[config.mk]
export PLATFORM = sky130hd
export DESIGN_NAME = pointer_click_detector
export DESIGN_NICKNAME = d
export VERILOG_FILES = /design/src/rtl/pcd_pkg.sv /design/src/rtl/pointer_click_detector.sv /design/src/rtl/pcd_cfg.sv /design/src/rtl/pcd_step.sv
export SDC_FILE = /design/constraint.sdc
export NUM_CORES = 1
export LEC_CHECK = 0
export BUFFER_PORTS_ARGS = -buffer_cell sky130_fd_sc_hd__buf_4
export CORE_MARGIN = 3
export CORE_UTILIZATION = 43
export CTS_CLUSTER_DIAMETER = 60
export DETAILED_ROUTE_END_ITERATION = 12
export SYNTH_ARGS = -nofsm -noshare
export SYNTH_HDL_FRONTEND = slang
export SYNTH_SLANG_ARGS = --single-unit
[constraint.sdc]
create_clock -name clk -period 6.48 [get_ports clk]
set_input_delay 1.944 -clock clk [delete_from_list [all_inputs] [get_ports clk]]
set_output_delay 1.944 -clock clk [all_outputs]
set_load 0.02 [all_outputs]
[src/rtl/pcd_pkg.sv]
// ----------------------------------------------------------------------------
// pcd_pkg
// Shared types, codes and helpers of the pointer click detector.
// ----------------------------------------------------------------------------
package pcd_pkg;

  // event codes
  localparam logic [2:0] OP_ENTER = 3'd0;
  localparam logic [2:0] OP_LEAVE = 3'd1;
  localparam logic [2:0] OP_DOWN  = 3'd2;
  localparam logic [2:0] OP_UP    = 3'd3;
  localparam logic [2:0] OP_EN    = 3'd4;
  localparam logic [2:0] OP_MASK  = 3'd5;

  // configuration register indexes
  localparam logic [1:0] REG_OFFSET_X = 2'd0;
  localparam logic [1:0] REG_OFFSET_Y = 2'd1;
  localparam logic [1:0] REG_WINDOW   = 2'd2;

  // mode codes as seen on the result port
  localparam logic [1:0] CODE_NONE     = 2'd0;
  localparam logic [1:0] CODE_HOVER    = 2'd1;
  localparam logic [1:0] CODE_PRESS    = 2'd2;
  localparam logic [1:0] CODE_PRESS_IA = 2'd3;

  localparam logic [7:0] DOUBLE_COUNT = 8'd2;
  localparam logic [7:0] COUNT_MAX    = 8'd255;
  localparam logic [2:0] MASK_RESET   = 3'b001;

  // click mode state machine
  typedef enum logic [3:0] {
    MODE_NONE     = 4'b0001,
    MODE_HOVER    = 4'b0010,
    MODE_PRESS    = 4'b0100,
    MODE_PRESS_IA = 4'b1000
  } mode_t;

  typedef struct packed {
    logic [2:0]         op;
    logic [2:0]         button;
    logic signed [15:0] pos_x;
    logic signed [15:0] pos_y;
    logic [31:0]        time_ms;
    logic               capture_ok;
    logic               pointer_over;
    logic               enable_value;
  } item_t;

  typedef struct packed {
    logic [1:0]         mode;
    logic               mode_written;
    logic               click;
    logic               double_click;
    logic [7:0]         burst_count;
    logic signed [15:0] down_x;
    logic signed [15:0] down_y;
    logic               capture_request;
    logic               release_capture;
  } result_t;

  // press tracking state
  typedef struct packed {
    mode_t              mode;
    logic               enabled;
    logic [2:0]         trigger_mask;
    logic [2:0]         held_button;
    logic signed [15:0] press_x;
    logic signed [15:0] press_y;
  } state_t;

  // multi-click history
  typedef struct packed {
    logic [7:0]         count;
    logic signed [15:0] prev_x;
    logic signed [15:0] prev_y;
    logic [2:0]         prev_button;
    logic [31:0]        prev_time;
  } hist_t;

  typedef struct packed {
    logic [14:0] offset_limit_x;
    logic [14:0] offset_limit_y;
    logic [15:0] window_ms;
  } cfg_t;

  // one-hot mode to port code
  function automatic logic [1:0] mode_code(mode_t m);
    logic [1:0] c;
    unique case (m)
      MODE_NONE:     c = CODE_NONE;
      MODE_HOVER:    c = CODE_HOVER;
      MODE_PRESS:    c = CODE_PRESS;
      MODE_PRESS_IA: c = CODE_PRESS_IA;
      default:       c = CODE_NONE;
    endcase
    return c;
  endfunction

  // absolute pixel distance, 17 bits covers the full span
  function automatic logic [16:0] abs_diff(logic signed [15:0] a, logic signed [15:0] b);
    logic signed [16:0] d;
    d = {a[15], a} - {b[15], b};
    return d[16] ? 17'(-d) : 17'(d);
  endfunction

endpackage

[src/rtl/pointer_click_detector.sv]
// ----------------------------------------------------------------------------
// pointer_click_detector
// Pointer click detection with multi-click counting.
// ----------------------------------------------------------------------------
// Each pointer event gives exactly one result. An accepted event sits in an
// input register, is evaluated against the click state combinationally and
// its result lands in an output register once that is free, which raises
// out_valid. The block takes one event per cycle as long as the result side
// keeps up; with out_ready low it still takes one more event into the input
// register, and only then holds in_ready low until the waiting result is
// taken. Configuration writes are applied at once, and a write that changes
// a value clears the multi-click history.
module pointer_click_detector (
  input  logic               clk,
  input  logic               rst_n,
  // input events
  input  logic               in_valid,
  output logic               in_ready,
  input  logic [2:0]         in_op,
  input  logic [2:0]         in_button,
  input  logic signed [15:0] in_pos_x,
  input  logic signed [15:0] in_pos_y,
  input  logic [31:0]        in_time_ms,
  input  logic               in_capture_ok,
  input  logic               in_pointer_over,
  input  logic               in_enable_value,
  // results
  output logic               out_valid,
  input  logic               out_ready,
  output logic [1:0]         out_mode,
  output logic               out_mode_written,
  output logic               out_click,
  output logic               out_double_click,
  output logic [7:0]         out_burst_count,
  output logic signed [15:0] out_down_x,
  output logic signed [15:0] out_down_y,
  output logic               out_capture_request,
  output logic               out_release_capture,
  // configuration
  input  logic               cfg_we,
  input  logic [1:0]         cfg_index,
  input  logic [15:0]        cfg_wdata
);

  pcd_pkg::item_t   in_r;
  logic             in_valid_r;
  pcd_pkg::result_t out_r;
  logic             out_valid_r;
  pcd_pkg::state_t  st_r, st_nxt;
  pcd_pkg::hist_t   hist_r, hist_nxt;
  pcd_pkg::result_t res;
  pcd_pkg::cfg_t    cfg;
  logic             hist_clr;
  logic             advance;

  // configuration registers
  pcd_cfg u_cfg (
    .clk       (clk),
    .rst_n     (rst_n),
    .cfg_we    (cfg_we),
    .cfg_index (cfg_index),
    .cfg_wdata (cfg_wdata),
    .cfg       (cfg),
    .hist_clr  (hist_clr)
  );

  // event evaluation
  pcd_step u_step (
    .item     (in_r),
    .st       (st_r),
    .hist     (hist_r),
    .cfg      (cfg),
    .st_nxt   (st_nxt),
    .hist_nxt (hist_nxt),
    .res      (res)
  );

  // handshake: move an event on whenever the output register frees up
  assign advance  = in_valid_r && (!out_valid_r || out_ready);
  assign in_ready = !in_valid_r || advance;

  // input register
  always_ff @(posedge clk) begin
    if (!rst_n) begin
      in_valid_r <= 1'b0;
    end else if (in_ready) begin
      in_valid_r <= in_valid;
    end
  end

  always_ff @(posedge clk) begin
    if (in_valid && in_ready) begin
      in_r <= '{op: in_op, button: in_button, pos_x: in_pos_x, pos_y: in_pos_y,
                time_ms: in_time_ms, capture_ok: in_capture_ok,
                pointer_over: in_pointer_over, enable_value: in_enable_value};
    end
  end

  // click state and history
  always_ff @(posedge clk) begin
    if (!rst_n) begin
      st_r <= '{mode: pcd_pkg::MODE_NONE, enabled: 1'b1,
                trigger_mask: pcd_pkg::MASK_RESET, held_button: 3'd0,
                press_x: 16'sd0, press_y: 16'sd0};
      hist_r <= '0;
    end else begin
      if (advance) begin
        st_r <= st_nxt;
      end
      if (hist_clr) begin
        hist_r <= '0;
      end else if (advance) begin
        hist_r <= hist_nxt;
      end
    end
  end

  // output register
  always_ff @(posedge clk) begin
    if (!rst_n) begin
      out_valid_r <= 1'b0;
    end else if (advance) begin
      out_valid_r <= 1'b1;
    end else if (out_ready) begin
      out_valid_r <= 1'b0;
    end
  end

  always_ff @(posedge clk) begin
    if (advance) begin
      out_r <= res;
    end
  end

  assign out_valid           = out_valid_r;
  assign out_mode            = out_r.mode;
  assign out_mode_written    = out_r.mode_written;
  assign out_click           = out_r.click;
  assign out_double_click    = out_r.double_click;
  assign out_burst_count     = out_r.burst_count;
  assign out_down_x          = out_r.down_x;
  assign out_down_y          = out_r.down_y;
  assign out_capture_request = out_r.capture_request;
  assign out_release_capture = out_r.release_capture;

endmodule

[src/rtl/pcd_cfg.sv]
// ----------------------------------------------------------------------------
// pcd_cfg
// Configuration registers; flags a history clear when a value changes.
// ----------------------------------------------------------------------------
module pcd_cfg (
  input  logic           clk,
  input  logic           rst_n,
  input  logic           cfg_we,
  input  logic [1:0]     cfg_index,
  input  logic [15:0]    cfg_wdata,
  output pcd_pkg::cfg_t  cfg,
  output logic           hist_clr
);

  pcd_pkg::cfg_t cfg_r, cfg_nxt;

  // register decode and change detect
  always_comb begin
    cfg_nxt  = cfg_r;
    hist_clr = 1'b0;
    if (cfg_we) begin
      unique case (cfg_index)
        pcd_pkg::REG_OFFSET_X: begin
          cfg_nxt.offset_limit_x = cfg_wdata[14:0];
          hist_clr = (cfg_wdata[14:0] != cfg_r.offset_limit_x);
        end
        pcd_pkg::REG_OFFSET_Y: begin
          cfg_nxt.offset_limit_y = cfg_wdata[14:0];
          hist_clr = (cfg_wdata[14:0] != cfg_r.offset_limit_y);
        end
        pcd_pkg::REG_WINDOW: begin
          cfg_nxt.window_ms = cfg_wdata;
          hist_clr = (cfg_wdata != cfg_r.window_ms);
        end
        default: begin
          cfg_nxt  = cfg_r;
          hist_clr = 1'b0;
        end
      endcase
    end
  end

  always_ff @(posedge clk) begin
    if (!rst_n) begin
      cfg_r <= '0;
    end else begin
      cfg_r <= cfg_nxt;
    end
  end

  assign cfg = cfg_r;

endmodule

[src/rtl/pcd_step.sv]
// ----------------------------------------------------------------------------
// pcd_step
// Next state, next history and result for one pointer event.
// ----------------------------------------------------------------------------
module pcd_step (
  input  pcd_pkg::item_t   item,
  input  pcd_pkg::state_t  st,
  input  pcd_pkg::hist_t   hist,
  input  pcd_pkg::cfg_t    cfg,
  output pcd_pkg::state_t  st_nxt,
  output pcd_pkg::hist_t   hist_nxt,
  output pcd_pkg::result_t res
);

  logic        btn_trig;
  logic        held_trig;
  logic        held_new_trig;
  logic        same_group;
  logic [7:0]  count_upd;
  logic [31:0] dt;
  logic        clear;

  // multi-click qualification against the history
  assign btn_trig      = |(item.button & st.trigger_mask);
  assign held_trig     = |(st.held_button & st.trigger_mask);
  assign held_new_trig = |(st.held_button & item.button);
  assign dt            = item.time_ms - hist.prev_time;
  assign same_group    = (hist.count != 8'd0) &&
                         (item.button == hist.prev_button) &&
                         (dt <= {16'd0, cfg.window_ms}) &&
                         (pcd_pkg::abs_diff(item.pos_x, hist.prev_x) <=
                          {2'b00, cfg.offset_limit_x}) &&
                         (pcd_pkg::abs_diff(item.pos_y, hist.prev_y) <=
                          {2'b00, cfg.offset_limit_y});
  assign count_upd     = !same_group ? 8'd1 :
                         (hist.count == pcd_pkg::COUNT_MAX) ? hist.count : hist.count + 8'd1;

  // event decode
  always_comb begin
    st_nxt = st;
    hist_nxt = hist;
    clear = 1'b0;
    res = '0;
    unique case (item.op)
      pcd_pkg::OP_ENTER: begin
        if (st.enabled) begin
          if (st.mode == pcd_pkg::MODE_PRESS_IA) begin
            if (held_trig) begin
              st_nxt.mode = pcd_pkg::MODE_PRESS;
              res.mode_written = 1'b1;
            end
          end else begin
            st_nxt.mode = pcd_pkg::MODE_HOVER;
            res.mode_written = 1'b1;
          end
        end
      end
      pcd_pkg::OP_LEAVE: begin
        if (st.enabled) begin
          if (st.mode == pcd_pkg::MODE_PRESS) begin
            if (held_trig) begin
              st_nxt.mode = pcd_pkg::MODE_PRESS_IA;
              res.mode_written = 1'b1;
            end
          end else begin
            st_nxt.mode = pcd_pkg::MODE_NONE;
            res.mode_written = 1'b1;
          end
        end
      end
      pcd_pkg::OP_DOWN: begin
        if (st.enabled && btn_trig && st.mode == pcd_pkg::MODE_HOVER) begin
          res.capture_request = 1'b1;
          if (item.capture_ok) begin
            st_nxt.press_x = item.pos_x;
            st_nxt.press_y = item.pos_y;
            st_nxt.held_button = item.button;
            st_nxt.mode = pcd_pkg::MODE_PRESS;
            res.mode_written = 1'b1;
          end
        end
      end
      pcd_pkg::OP_UP: begin
        if (st.enabled && btn_trig && item.button == st.held_button) begin
          if (st.mode == pcd_pkg::MODE_PRESS) begin
            hist_nxt.count = count_upd;
            hist_nxt.prev_x = item.pos_x;
            hist_nxt.prev_y = item.pos_y;
            hist_nxt.prev_button = item.button;
            hist_nxt.prev_time = item.time_ms;
            st_nxt.mode = pcd_pkg::MODE_HOVER;
            res.mode_written = 1'b1;
            res.click = 1'b1;
            res.double_click = (count_upd == pcd_pkg::DOUBLE_COUNT);
            res.burst_count = count_upd;
            res.down_x = st.press_x;
            res.down_y = st.press_y;
            res.release_capture = 1'b1;
          end else if (st.mode == pcd_pkg::MODE_PRESS_IA) begin
            clear = 1'b1;
            st_nxt.mode = pcd_pkg::MODE_NONE;
            res.mode_written = 1'b1;
            res.release_capture = 1'b1;
          end
        end
      end
      pcd_pkg::OP_EN: begin
        if (item.enable_value != st.enabled) begin
          st_nxt.enabled = item.enable_value;
          if (item.enable_value) begin
            st_nxt.mode = item.pointer_over ? pcd_pkg::MODE_HOVER : pcd_pkg::MODE_NONE;
            res.mode_written = 1'b1;
          end else begin
            clear = 1'b1;
            if (st.mode == pcd_pkg::MODE_PRESS || st.mode == pcd_pkg::MODE_PRESS_IA) begin
              st_nxt.mode = pcd_pkg::MODE_NONE;
              res.mode_written = 1'b1;
              res.release_capture = 1'b1;
            end else if (st.mode == pcd_pkg::MODE_HOVER) begin
              st_nxt.mode = pcd_pkg::MODE_NONE;
              res.mode_written = 1'b1;
            end
          end
        end
      end
      pcd_pkg::OP_MASK: begin
        if (item.button != st.trigger_mask) begin
          st_nxt.trigger_mask = item.button;
          clear = 1'b1;
          if ((st.mode == pcd_pkg::MODE_PRESS || st.mode == pcd_pkg::MODE_PRESS_IA) &&
              !held_new_trig) begin
            st_nxt.mode = item.pointer_over ? pcd_pkg::MODE_HOVER : pcd_pkg::MODE_NONE;
            res.mode_written = 1'b1;
            res.release_capture = 1'b1;
          end
        end
      end
      default: begin
        st_nxt = st;
      end
    endcase
    if (clear) begin
      hist_nxt = '0;
    end
    res.mode = pcd_pkg::mode_code(st_nxt.mode);
  end

endmodule

==> flow_metrics.env, run 1 <==
export IMPL_cts_tree="yes"
export IMPL_drc_errors=0
export IMPL_critical_path_top_delay_family="compound AO/OA/AOI/OAI gates"
export IMPL_fmax_mhz=166
export IMPL_tns_ns=0
export IMPL_ys_types=96
export IMPL_worstPathRequired_ns=6.84
export IMPL_dieArea_um2=42300
export IMPL_layout_drive_gt1_share_pct=13.0
export IMPL_synth_compound_area_share_pct=19.2
export IMPL_p_per_area_nw_per_um2=242
export IMPL_synth_yosys_seq_area_share_pct=40.4
export IMPL_synthSimpleGateAreaFrac_pct=20.1
export IMPL_worstPathArrival_ns=6.37
export IMPL_antenna_found_initial=1
export IMPL_diodes=0
export IMPL_vias=14351
export IMPL_die_x_um=206
export IMPL_vdd_drop_max_uv=208
export IMPL_period_needed_ns=6.01
export IMPL_ios=145
export IMPL_synthArstFlopShare_pct=0
export IMPL_syn_inst=1971
export IMPL_post_route_period_util_pct=92.8
export IMPL_synth_fa_ha_area_share_pct=9.11
export IMPL_min_path_type="register to register"
export IMPL_muxShareOfSynthArea_pct=0.540
export IMPL_synthXorXnorAreaFrac_pct=5.62
export IMPL_cp_end_kind="register"
export IMPL_drtAntennaViolNets=0
export IMPL_worstReg2RegEnd="out_double_click"
export IMPL_core_area_um2=39000
export IMPL_ys_flop_type="dfxtp_1"
export IMPL_r2r_start="in_r[55]"
export IMPL_grt_use_total_pct=21.1
export IMPL_syn_avg_cell_area_um2=8.70
export IMPL_synth_seq_cells=286
export IMPL_syn_num_nets=2190
export IMPL_gp_congestion=0.887
export IMPL_worst_slew_pin_slew_ns=0.950
export IMPL_finalWirelength_um=44800
export IMPL_grt_pass1_wl_um=72600
export IMPL_critical_path_class="register to register"
export IMPL_fp_dieH_um=206
export IMPL_ys_warn_count=0
export IMPL_maxCapViolCount=0
export IMPL_numCtsBuffers=37
export IMPL_setup_viol=0
export IMPL_worst_r2r_setup_slack_ns=0.47
export IMPL_whs_ns=0.449
export IMPL_clock_sinks=286
export IMPL_io_buffers=144
export IMPL_crit_path_max_fanout=7
export IMPL_cts_buffer_depth=3
export IMPL_drtPass1Iterations=5
export IMPL_start_util_pct=43.9
export IMPL_row_count=72
export IMPL_whs_path_depth=2
export IMPL_worst_setup_path_start_kind="register"
export IMPL_hp_start="hist_r[20]"
export IMPL_hold_viol_final=0
export IMPL_crit_slowest_cell="or4_1"
export IMPL_synth_edf_count=120
export IMPL_slowest_delay_ns=0.58
export IMPL_fin_skew_ns=0.0260
export IMPL_area_growth_pct=16.4
export IMPL_cts_max_level=2
export IMPL_synth_top_family_by_area="simple AND/OR/NAND/NOR gates"
export IMPL_hpwl_um=32700
export IMPL_leakagePower_nw=7.18
export IMPL_grt_max_degree=93
export IMPL_worstRegToRegCells=23
export IMPL_grt_setup_unrepaired="no"
export IMPL_syn_area_um2=17100
export IMPL_holdPathEnd="hist_r[20]"
export IMPL_crit_chain="ha_1 -> a21o_1 -> a21oi_1 -> a21boi_0 -> or4_1 -> a31oi_2 -> nand2_1 -> nor2_1 -> a21oi_1 -> xnor2_1 -> ha_1 -> a2111oi_0 -> o21a_1 -> a211oi_1 -> nor4_1 -> o2111ai_1 -> a2111oi_0 -> and4_1 -> nand4_1 -> buf_4 -> nor3_4 -> nand2_4 -> a2111oi_4"
export IMPL_root_buffer="clkbuf_16"
export IMPL_dr_first_iter_drc_count=780
export IMPL_slew_viol_final=0
export IMPL_cp_buffers_inverters=1
export IMPL_avgViaCountPerCell=5.46
export IMPL_outcome="finished clean"
export IMPL_slew_headroom_pct=36.5
export IMPL_grt_overflow_total=0
export IMPL_nets=2300
export IMPL_crit_start="in_r[55]"
export IMPL_clk_latency_ns=0.56
export IMPL_grt_pass1_vias=14161
export IMPL_clk_pin_slew_ns=0.06
export IMPL_post_drt_wl_per_cell_um=17.1
==> worst register-to-register path: cells and delay by family (launching register included) <==
kind | cells | cell delay [ns]
and+or+nand+nor | 8 | 1.81
xor gates and xnor gates | 1 | 0.17
DFF | 1 | 0.44
AOI/OAI and AO/OA | 11 | 2.52
adders and majority gates | 2 | 0.70
buffers and inverters | 1 | 0.19
==> Yosys cell counts, types with 53 or more instances <==
| master | number | area, µm² |
|---|---|---|
| a21boi_0 | 90 | 676 |
| a21oi_1 | 171 | 856 |
| clkbuf_1 | 69 | 259 |
| dfxtp_1 | 166 | 3320 |
| edfxtp_1 | 120 | 3600 |
| ha_1 | 120 | 1500 |
| inv_1 | 134 | 503 |
| nand2_1 | 330 | 1240 |
| nand3_1 | 99 | 495 |
| nor2_1 | 95 | 357 |
| o21ai_0 | 53 | 265 |
| xnor2_1 | 74 | 648 |
==> report_power, final <==
part           switching [mW]  internal [mW]
clock network           0.835           1.27
registers              0.0426           1.93
logic                   0.437          0.305
total                    1.31           3.51
==> how the worst max path moves through the flow <==
stage / endpoint / slack, ns / cells after the start
floorplan: out_double_click / 1.14 / 24
global placement: out_double_click / 0.66 / 24
detailed placement: out_double_click / 0.44 / 24
CTS: out_double_click / 0.39 / 24
global route: out_double_click / 0.07 / 25
finish: out_double_click / 0.47 / 23
==> layout make-up <==
cell class / count / area, µm²
fillers: 3637 / 19000
multi-input cells: 1462 / 9420
flip-flops and latches: 286 / 6930
repair buffers: 160 / 1200
clock buffers: 44 / 1020
well taps: 518 / 648
inverters: 134 / 503
clock inverters: 24 / 238
==> what timing repair did <==
action	CTS	global route
gates resized for setup	0	2
endpoints found under the setup margin	0	8
hold buffers	0	0
setup buffers	0	3
==> per-stage QoR <==
stage	power, mW	utilization (%)	cells	area [µm²]	setup slack [ns]
6_report	4.82	51.2	2628	20000	0.469
5_1_grt	5.05	51.2	2628	20000	0.0659
4_1_cts	4.89	51.1	2625	19900	0.387
3_5_place_dp	2.75	47.9	2557	18700	0.437
3_3_place_gp	2.75	47.9	2557	18700	0.659
2_1_floorplan	2.52	-	1971	17100	1.14
==> cell families (layout without fill, tap and decap cells) <==
kind of cell	after synthesis	after routing
AOI/OAI and AO/OA	491	491
xor gates and xnor gates	110	110
adders and majority gates	123	123
buffers and inverters	223	362
DFF	286	286
muxes	9	9
and+or+nand+nor	729	729
==> state kept, by name (all words and copies together), names as in the netlist <==
register,cells
in_valid_r,1
out_release_capture,1
in_r,73
out_double_click,1
out_burst_count,8
out_down_y,16
out_mode_written,1
out_down_x,16
out_valid,1
u_cfg.cfg,46
out_click,1
st_r,43
hist_r,75
out_capture_request,1
out_mode,2
==> per-layer routing <==
layer / global-route usage [%] / vias up / part of all wire (%)
li1: - / 7182 / -
met1: 26.5 / 6796 / 44
met2: 37.0 / 291 / 49
met3: 4.13 / 80 / 4.8
met4: 5.88 / 2 / 2.4
met5: 0 / - / 0.020
==> placed cells by master, fill, tap and decap left out, drive strengths merged, types with 7 or more instances in the layout <==
cell type  netlist  final
inv            134    143
a21o            19     19
a31oi           19     19
or2              8      8
a2111oi         11     11
o21ai           62     62
nor2b           14     14
edfxtp         120    120
nor4            10     10
xnor2           74     74
or3              8      8
nor2            95     95
a21boi          90     90
dfxtp          166    166
a21oi          173    173
clkbuf          70     44
clkinv           0     10
ha             120    120
mux2i            7      7
a211oi          16     16
xor2            36     36
and3            17     17
nand2          331    331
and2            46     46
o211ai          15     15
buf             19    160
or4              7      7
nand3           99     99
nor3            29     29
o21a            20     20
nand2b          17     17
nand4           24     24
Note: power is estimated with default switching activity, not from simulation.
==> inputs of run 2 (changes only) <==
--- a/config.mk
+++ b/config.mk
@@ -11,4 +11,5 @@
 export CTS_CLUSTER_DIAMETER = 60
 export DETAILED_ROUTE_END_ITERATION = 12
+export REMOVE_ABC_BUFFERS = 1
 export SYNTH_ARGS = -nofsm -noshare
 export SYNTH_HDL_FRONTEND = slang
==> constraint.sdc (replaced) <==
create_clock -name clk -period 6.48 [get_ports clk]
set_input_delay 1.944 -clock clk [delete_from_list [all_inputs] [get_ports clk]]
set_output_delay 1.944 -clock clk [all_outputs]
set_load 0.01 [all_outputs]
==> run 2 against run 1 <==
  * Clock power decreased by 7%
  * Die area unchanged
  * Count of clock-buffer cells in the layout increased by 1
  * Via count decreased by 1.7%
  * Clock skew decreased by 0.0041 ns
  * Critical endpoint is now hist_r[69]
  * Largest cell class unchanged
  * Largest power group is now sequential cells
==> flow_metrics.env, run 2 (synthesized netlist as in run 1, its figures left out) <==
export IMPL_outcome="finished clean"
export IMPL_fin_area_um2=19800
export IMPL_clk_pin_slew_ns=0.06
export IMPL_row_count=72
export IMPL_start_util_pct=43.9
export IMPL_antenna_found_initial=0
export IMPL_ios=145
export IMPL_area_growth_pct=15.6
export IMPL_leakagePower_nw=7.10
export IMPL_clock_sinks=286
export IMPL_placed_cells=2555
export IMPL_holdPathEnd="hist_r[14]"
export IMPL_worstReg2RegEnd="hist_r[69]"
export IMPL_crit_path_max_fanout=7
export IMPL_core_area_um2=39000
export IMPL_worstPathArrival_ns=6.37
export IMPL_vdd_drop_max_uv=184
export IMPL_grt_pass1_vias=13619
export IMPL_grt_pass1_wl_um=70400
export IMPL_worstRegToRegCells=25
export IMPL_grt_max_degree=93
export IMPL_fmax_mhz=169
export IMPL_clk_latency_ns=0.55
export IMPL_drc_errors=0
export IMPL_critical_path_class="register to register"
export IMPL_numCtsBuffers=35
export IMPL_hold_viol_final=0
export IMPL_dr_first_iter_drc_count=748
export IMPL_grt_setup_unrepaired="no"
export IMPL_stdcell_count=2618
export IMPL_die_x_um=206
export IMPL_worst_r2r_setup_slack_ns=0.57
export IMPL_multiInputGateArea_um2=9420
export IMPL_worst_slew_pin_slew_ns=1.06
export IMPL_vias=14111
export IMPL_cp_end_kind="register"
export IMPL_r2r_start="in_r[51]"
export IMPL_worstPathRequired_ns=6.95
export IMPL_hp_start="hist_r[14]"
export IMPL_hpwl_um=31800
export IMPL_cts_max_level=2
export IMPL_register_area_um2=6930
export IMPL_p_per_area_nw_per_um2=235
export IMPL_dieArea_um2=42300
export IMPL_fp_dieH_um=206
export IMPL_post_place_ws_ns=0.485
export IMPL_finalWirelength_um=43500
export IMPL_avgViaCountPerCell=5.39
export IMPL_total_power_mw=4.66
export IMPL_whs_path_depth=2
export IMPL_layout_drive_gt1_share_pct=12.4
export IMPL_cts_tree="yes"
export IMPL_mostFrequentLayoutCells="329 x nand2_1, 170 x a21oi_1, 166 x dfxtp_1"
export IMPL_drtAntennaViolNets=0
export IMPL_drtPass1Iterations=5
export IMPL_grt_overflow_total=0
export IMPL_whs_ns=0.448
export IMPL_diodes=0
export IMPL_setup_viol=0
export IMPL_largest_register="hist_r"
export IMPL_maxCapViolCount=0
export IMPL_n_fill_cell=3618
export IMPL_period_needed_ns=5.91
export IMPL_post_drt_wl_per_cell_um=16.6
export IMPL_min_path_type="register to register"
export IMPL_grt_use_total_pct=20.4
export IMPL_fin_skew_ns=0.0218
export IMPL_placed_area_um2=18700
export IMPL_post_route_period_util_pct=91.2
export IMPL_gp_congestion=0.896
export IMPL_cts_buffer_depth=3
export IMPL_largest_register_ffs=75
export IMPL_root_buffer="clkbuf_16"
export IMPL_nets=2294
export IMPL_slew_viol_final=0
export IMPL_layout_commonest_cell="nand2_1"
export IMPL_io_buffers=144
export IMPL_worst_setup_path_start_kind="register"
export IMPL_fin_ws_ns=0.572
export IMPL_slew_headroom_pct=29.0
run 2: cell count changes in the layout (fill, tap and decap cells not counted), moves of 3 or more:
cell / delta
clkbuf_1: +5
buf_4: -5
clkbuf_16: -3
clkinv_2: -3
inv_8: -3
run 2: critical path, stage by stage, from the launching register on:
cell	delay, ns
edfxtp_1	0.40
inv_1	0.08
ha_1	0.19
fa_1	0.22
nor2b_1	0.07
o2111ai_1	0.29
a21boi_0	0.21
or4_1	0.61
a31oi_4	0.25
nand2_1	0.09
nor2_1	0.15
a21oi_1	0.10
xnor2_1	0.17
ha_1	0.29
a2111oi_1	0.39
o21a_1	0.18
a211oi_1	0.05
nor4_1	0.30
o2111ai_1	0.15
a2111oi_0	0.28
and4_1	0.25
nand4_1	0.18
buf_4	0.21
nor4_4	0.37
o21ai_2	0.11
a211oi_2	0.22
run 2: repair_timing:
action / 4_1_cts / 5_1_grt
hold buffers: 0 / 0
buffers inserted: 0 / 1
resized for setup: 0 / 4
setup endpoints to repair: 0 / 8
run 2: per-layer routing:
layer / vias to the layer above / GRT usage (%) / share of wire [%]
li1: 7171 / - / -
met1: 6631 / 27.9 / 48
met2: 255 / 33.1 / 46
met3: 54 / 3.77 / 4.3
met4: 0 / 6.03 / 2.2
met5: - / 0 / 0
run 2: layout make-up:
type                            count  area share [%]
Multi-Input combinational cell   1462            47.5
Sequential cell                   286            34.9
Timing Repair Buffer              156            5.97
Clock buffer                       45            4.82
Tap cell                          518            3.27
Inverter                          134            2.54
Clock inverter                     17           0.940
run 2: worst max path at each step:
stage / startpoint / endpoint / slack [ns]
after detailed placement: in_r[51] / out_double_click / 0.49
after global placement: in_r[35] / out_double_click / 0.74
after global routing: in_r[35] / hist_r[72] / 0.02
final: in_r[51] / hist_r[69] / 0.57
after CTS: in_r[51] / out_double_click / 0.47
after floorplan: in_r[67] / hist_r[68] / -3.84
run 2: stage by stage:
step | setup TNS (ns) | util, %
after floorplan | -271.77 | -
after global placement | 0 | 47.8
after detailed placement | 0 | 47.8
after CTS | 0 | 50.8
after global routing | 0 | 50.8
final | 0 | 50.8
run 2: report_power, final:
group | switching (mW) | internal [mW]
clock network | 0.780 | 1.17
logic | 0.430 | 0.306
registers | 0.0416 | 1.93
total | 1.25 | 3.41
==> inputs of run 3 (changes only) <==
CORE_ASPECT_RATIO = 1.4   (was unset)
PLACE_DENSITY = 0.66   (was unset)
==> run 3 against run 2 <==
  * Critical path depth stayed put
  * Total power down 3.8%
  * Utilization shrank 0.11 points
==> flow_metrics.env, run 3 (synthesized netlist as in run 1, its figures left out) <==
export IMPL_slowest_delay_ns=0.57
export IMPL_layout_drive_gt1_share_pct=12.5
export IMPL_worst_slew_pin_slew_ns=1.18
export IMPL_holdPathEnd="hist_r[13]"
export IMPL_worst_setup_path_start_kind="register"
export IMPL_area_growth_pct=15.1
export IMPL_grt_pass1_wl_um=70800
export IMPL_largest_register_ffs=75
export IMPL_fp_dieH_um=242
export IMPL_leakagePower_nw=7.05
export IMPL_root_buffer="clkbuf_16"
export IMPL_slew_headroom_pct=21.1
export IMPL_worstRegToRegCells=25
export IMPL_total_power_mw=4.48
export IMPL_ios=145
export IMPL_numCtsBuffers=31
export IMPL_core_area_um2=38900
export IMPL_dr_first_iter_drc_count=658
export IMPL_gp_congestion=0.916
export IMPL_drc_errors=0
export IMPL_placed_area_um2=18700
export IMPL_drtAntennaViolNets=0
export IMPL_dieArea_um2=42300
export IMPL_cts_hold_fix_buffers=0
export IMPL_period_needed_ns=6.00
export IMPL_cts_max_level=1
export IMPL_min_path_type="register to register"
export IMPL_grt_pass1_vias=14260
export IMPL_cp_end_kind="register"
export IMPL_crit_start="in_r[51]"
export IMPL_setup_viol=0
export IMPL_grt_use_total_pct=19.9
export IMPL_drtPass1Iterations=6
export IMPL_hpwl_um=32100
export IMPL_fin_area_um2=19700
export IMPL_fmax_mhz=167
export IMPL_cts_tree="yes"
export IMPL_start_util_pct=44.0
export IMPL_p_per_area_nw_per_um2=227
export IMPL_cts_buffer_depth=3
export IMPL_slew_viol_final=0
export IMPL_clock_sinks=286
export IMPL_post_drt_wl_per_cell_um=16.5
export IMPL_crit_slowest_cell="or4_1"
export IMPL_layout_commonest_cell="nand2_1"
export IMPL_nets=2294
export IMPL_worstPathRequired_ns=6.96
export IMPL_grt_overflow_total=0
export IMPL_largest_register="hist_r"
export IMPL_crit_path_max_fanout=7
export IMPL_row_count=85
export IMPL_maxCapViolCount=0
export IMPL_grt_max_degree=93
export IMPL_hold_viol_final=0
export IMPL_die_x_um=175
export IMPL_antenna_found_initial=0
export IMPL_clk_pin_slew_ns=0.06
export IMPL_worst_r2r_setup_slack_ns=0.48
export IMPL_vdd_drop_max_uv=215
export IMPL_critical_path_class="register to register"
export IMPL_vias=14280
export IMPL_worstPathArrival_ns=6.48
export IMPL_hp_start="hist_r[13]"
export IMPL_finalWirelength_um=43300
export IMPL_post_route_period_util_pct=92.6
export IMPL_diodes=0
export IMPL_clk_latency_ns=0.58
export IMPL_whs_path_depth=2
export IMPL_fin_skew_ns=0.0273
export IMPL_r2r_start="in_r[51]"
export IMPL_io_buffers=144
export IMPL_avgViaCountPerCell=5.45
export IMPL_worstReg2RegEnd="hist_r[71]"
export IMPL_outcome="finished clean"
export IMPL_mostFrequentLayoutCells="329 x nand2_1, 170 x a21oi_1, 166 x dfxtp_1"
## run 3: worst max path at each step
stage | cells past startpoint | to | slack [ns]
after floorplan | 11 | hist_r[68] | -3.84
after global placement | 24 | out_double_click | 0.62
after detailed placement | 24 | out_double_click | 0.33
after CTS | 24 | out_double_click | 0.32
after global routing | 26 | hist_r[71] | -0.02
final | 25 | hist_r[71] | 0.48
## run 3: layout make-up
class	count	area, µm²
fillers	3794	19200
multi-input cells	1462	9440
flip-flops and latches	286	6930
repair buffers	160	1200
clock buffers	35	801
well taps	522	653
inverters	134	503
clock inverters	22	215
## run 3: stage by stage
step                      util, %  setup TNS [ns]  worst slack (ns)  std cells  hold slack [ns]
after floorplan                 -         -271.77             -3.84       1882            0.432
after global placement       48.0               0             0.620       2561            0.438
after detailed placement     48.0               0             0.334       2561            0.443
after CTS                    50.6               0             0.322       2618            0.452
after global routing         50.7         -0.0226           -0.0226       2621            0.467
final                        50.7               0             0.477       2621            0.448
## run 3: repair_timing
item / CTS / global route
resized for setup: 0 / 5
endpoints found under the setup margin: 0 / 15
endpoints found under the hold margin: 0 / 0
buffers inserted: 0 / 3
## run 3: metal layers
layer / part of all wire, % / GRT usage [%]
met1: 42 / 23.7
met2: 51 / 36.6
met3: 3.8 / 2.35
met4: 3.0 / 6.65
met5: 0 / 0
## run 3: critical path: cells and delay by family (launching register included)
family | cells | cell delay, ns
and+or+nand+nor | 9 | 2.23
xor gates and xnor gates | 1 | 0.17
buffers and inverters | 2 | 0.30
DFF | 1 | 0.41
AOI/OAI and AO/OA | 10 | 2.05
adders and majority gates | 3 | 0.72
## run 3: report_power, final
| part | internal, mW | leakage, nW | switching, mW |
|---|---|---|---|
| sequential | 1.93 | 2.51 | 0.0420 |
| clock | 1.01 | 0.487 | 0.759 |
| combinational | 0.306 | 4.05 | 0.429 |
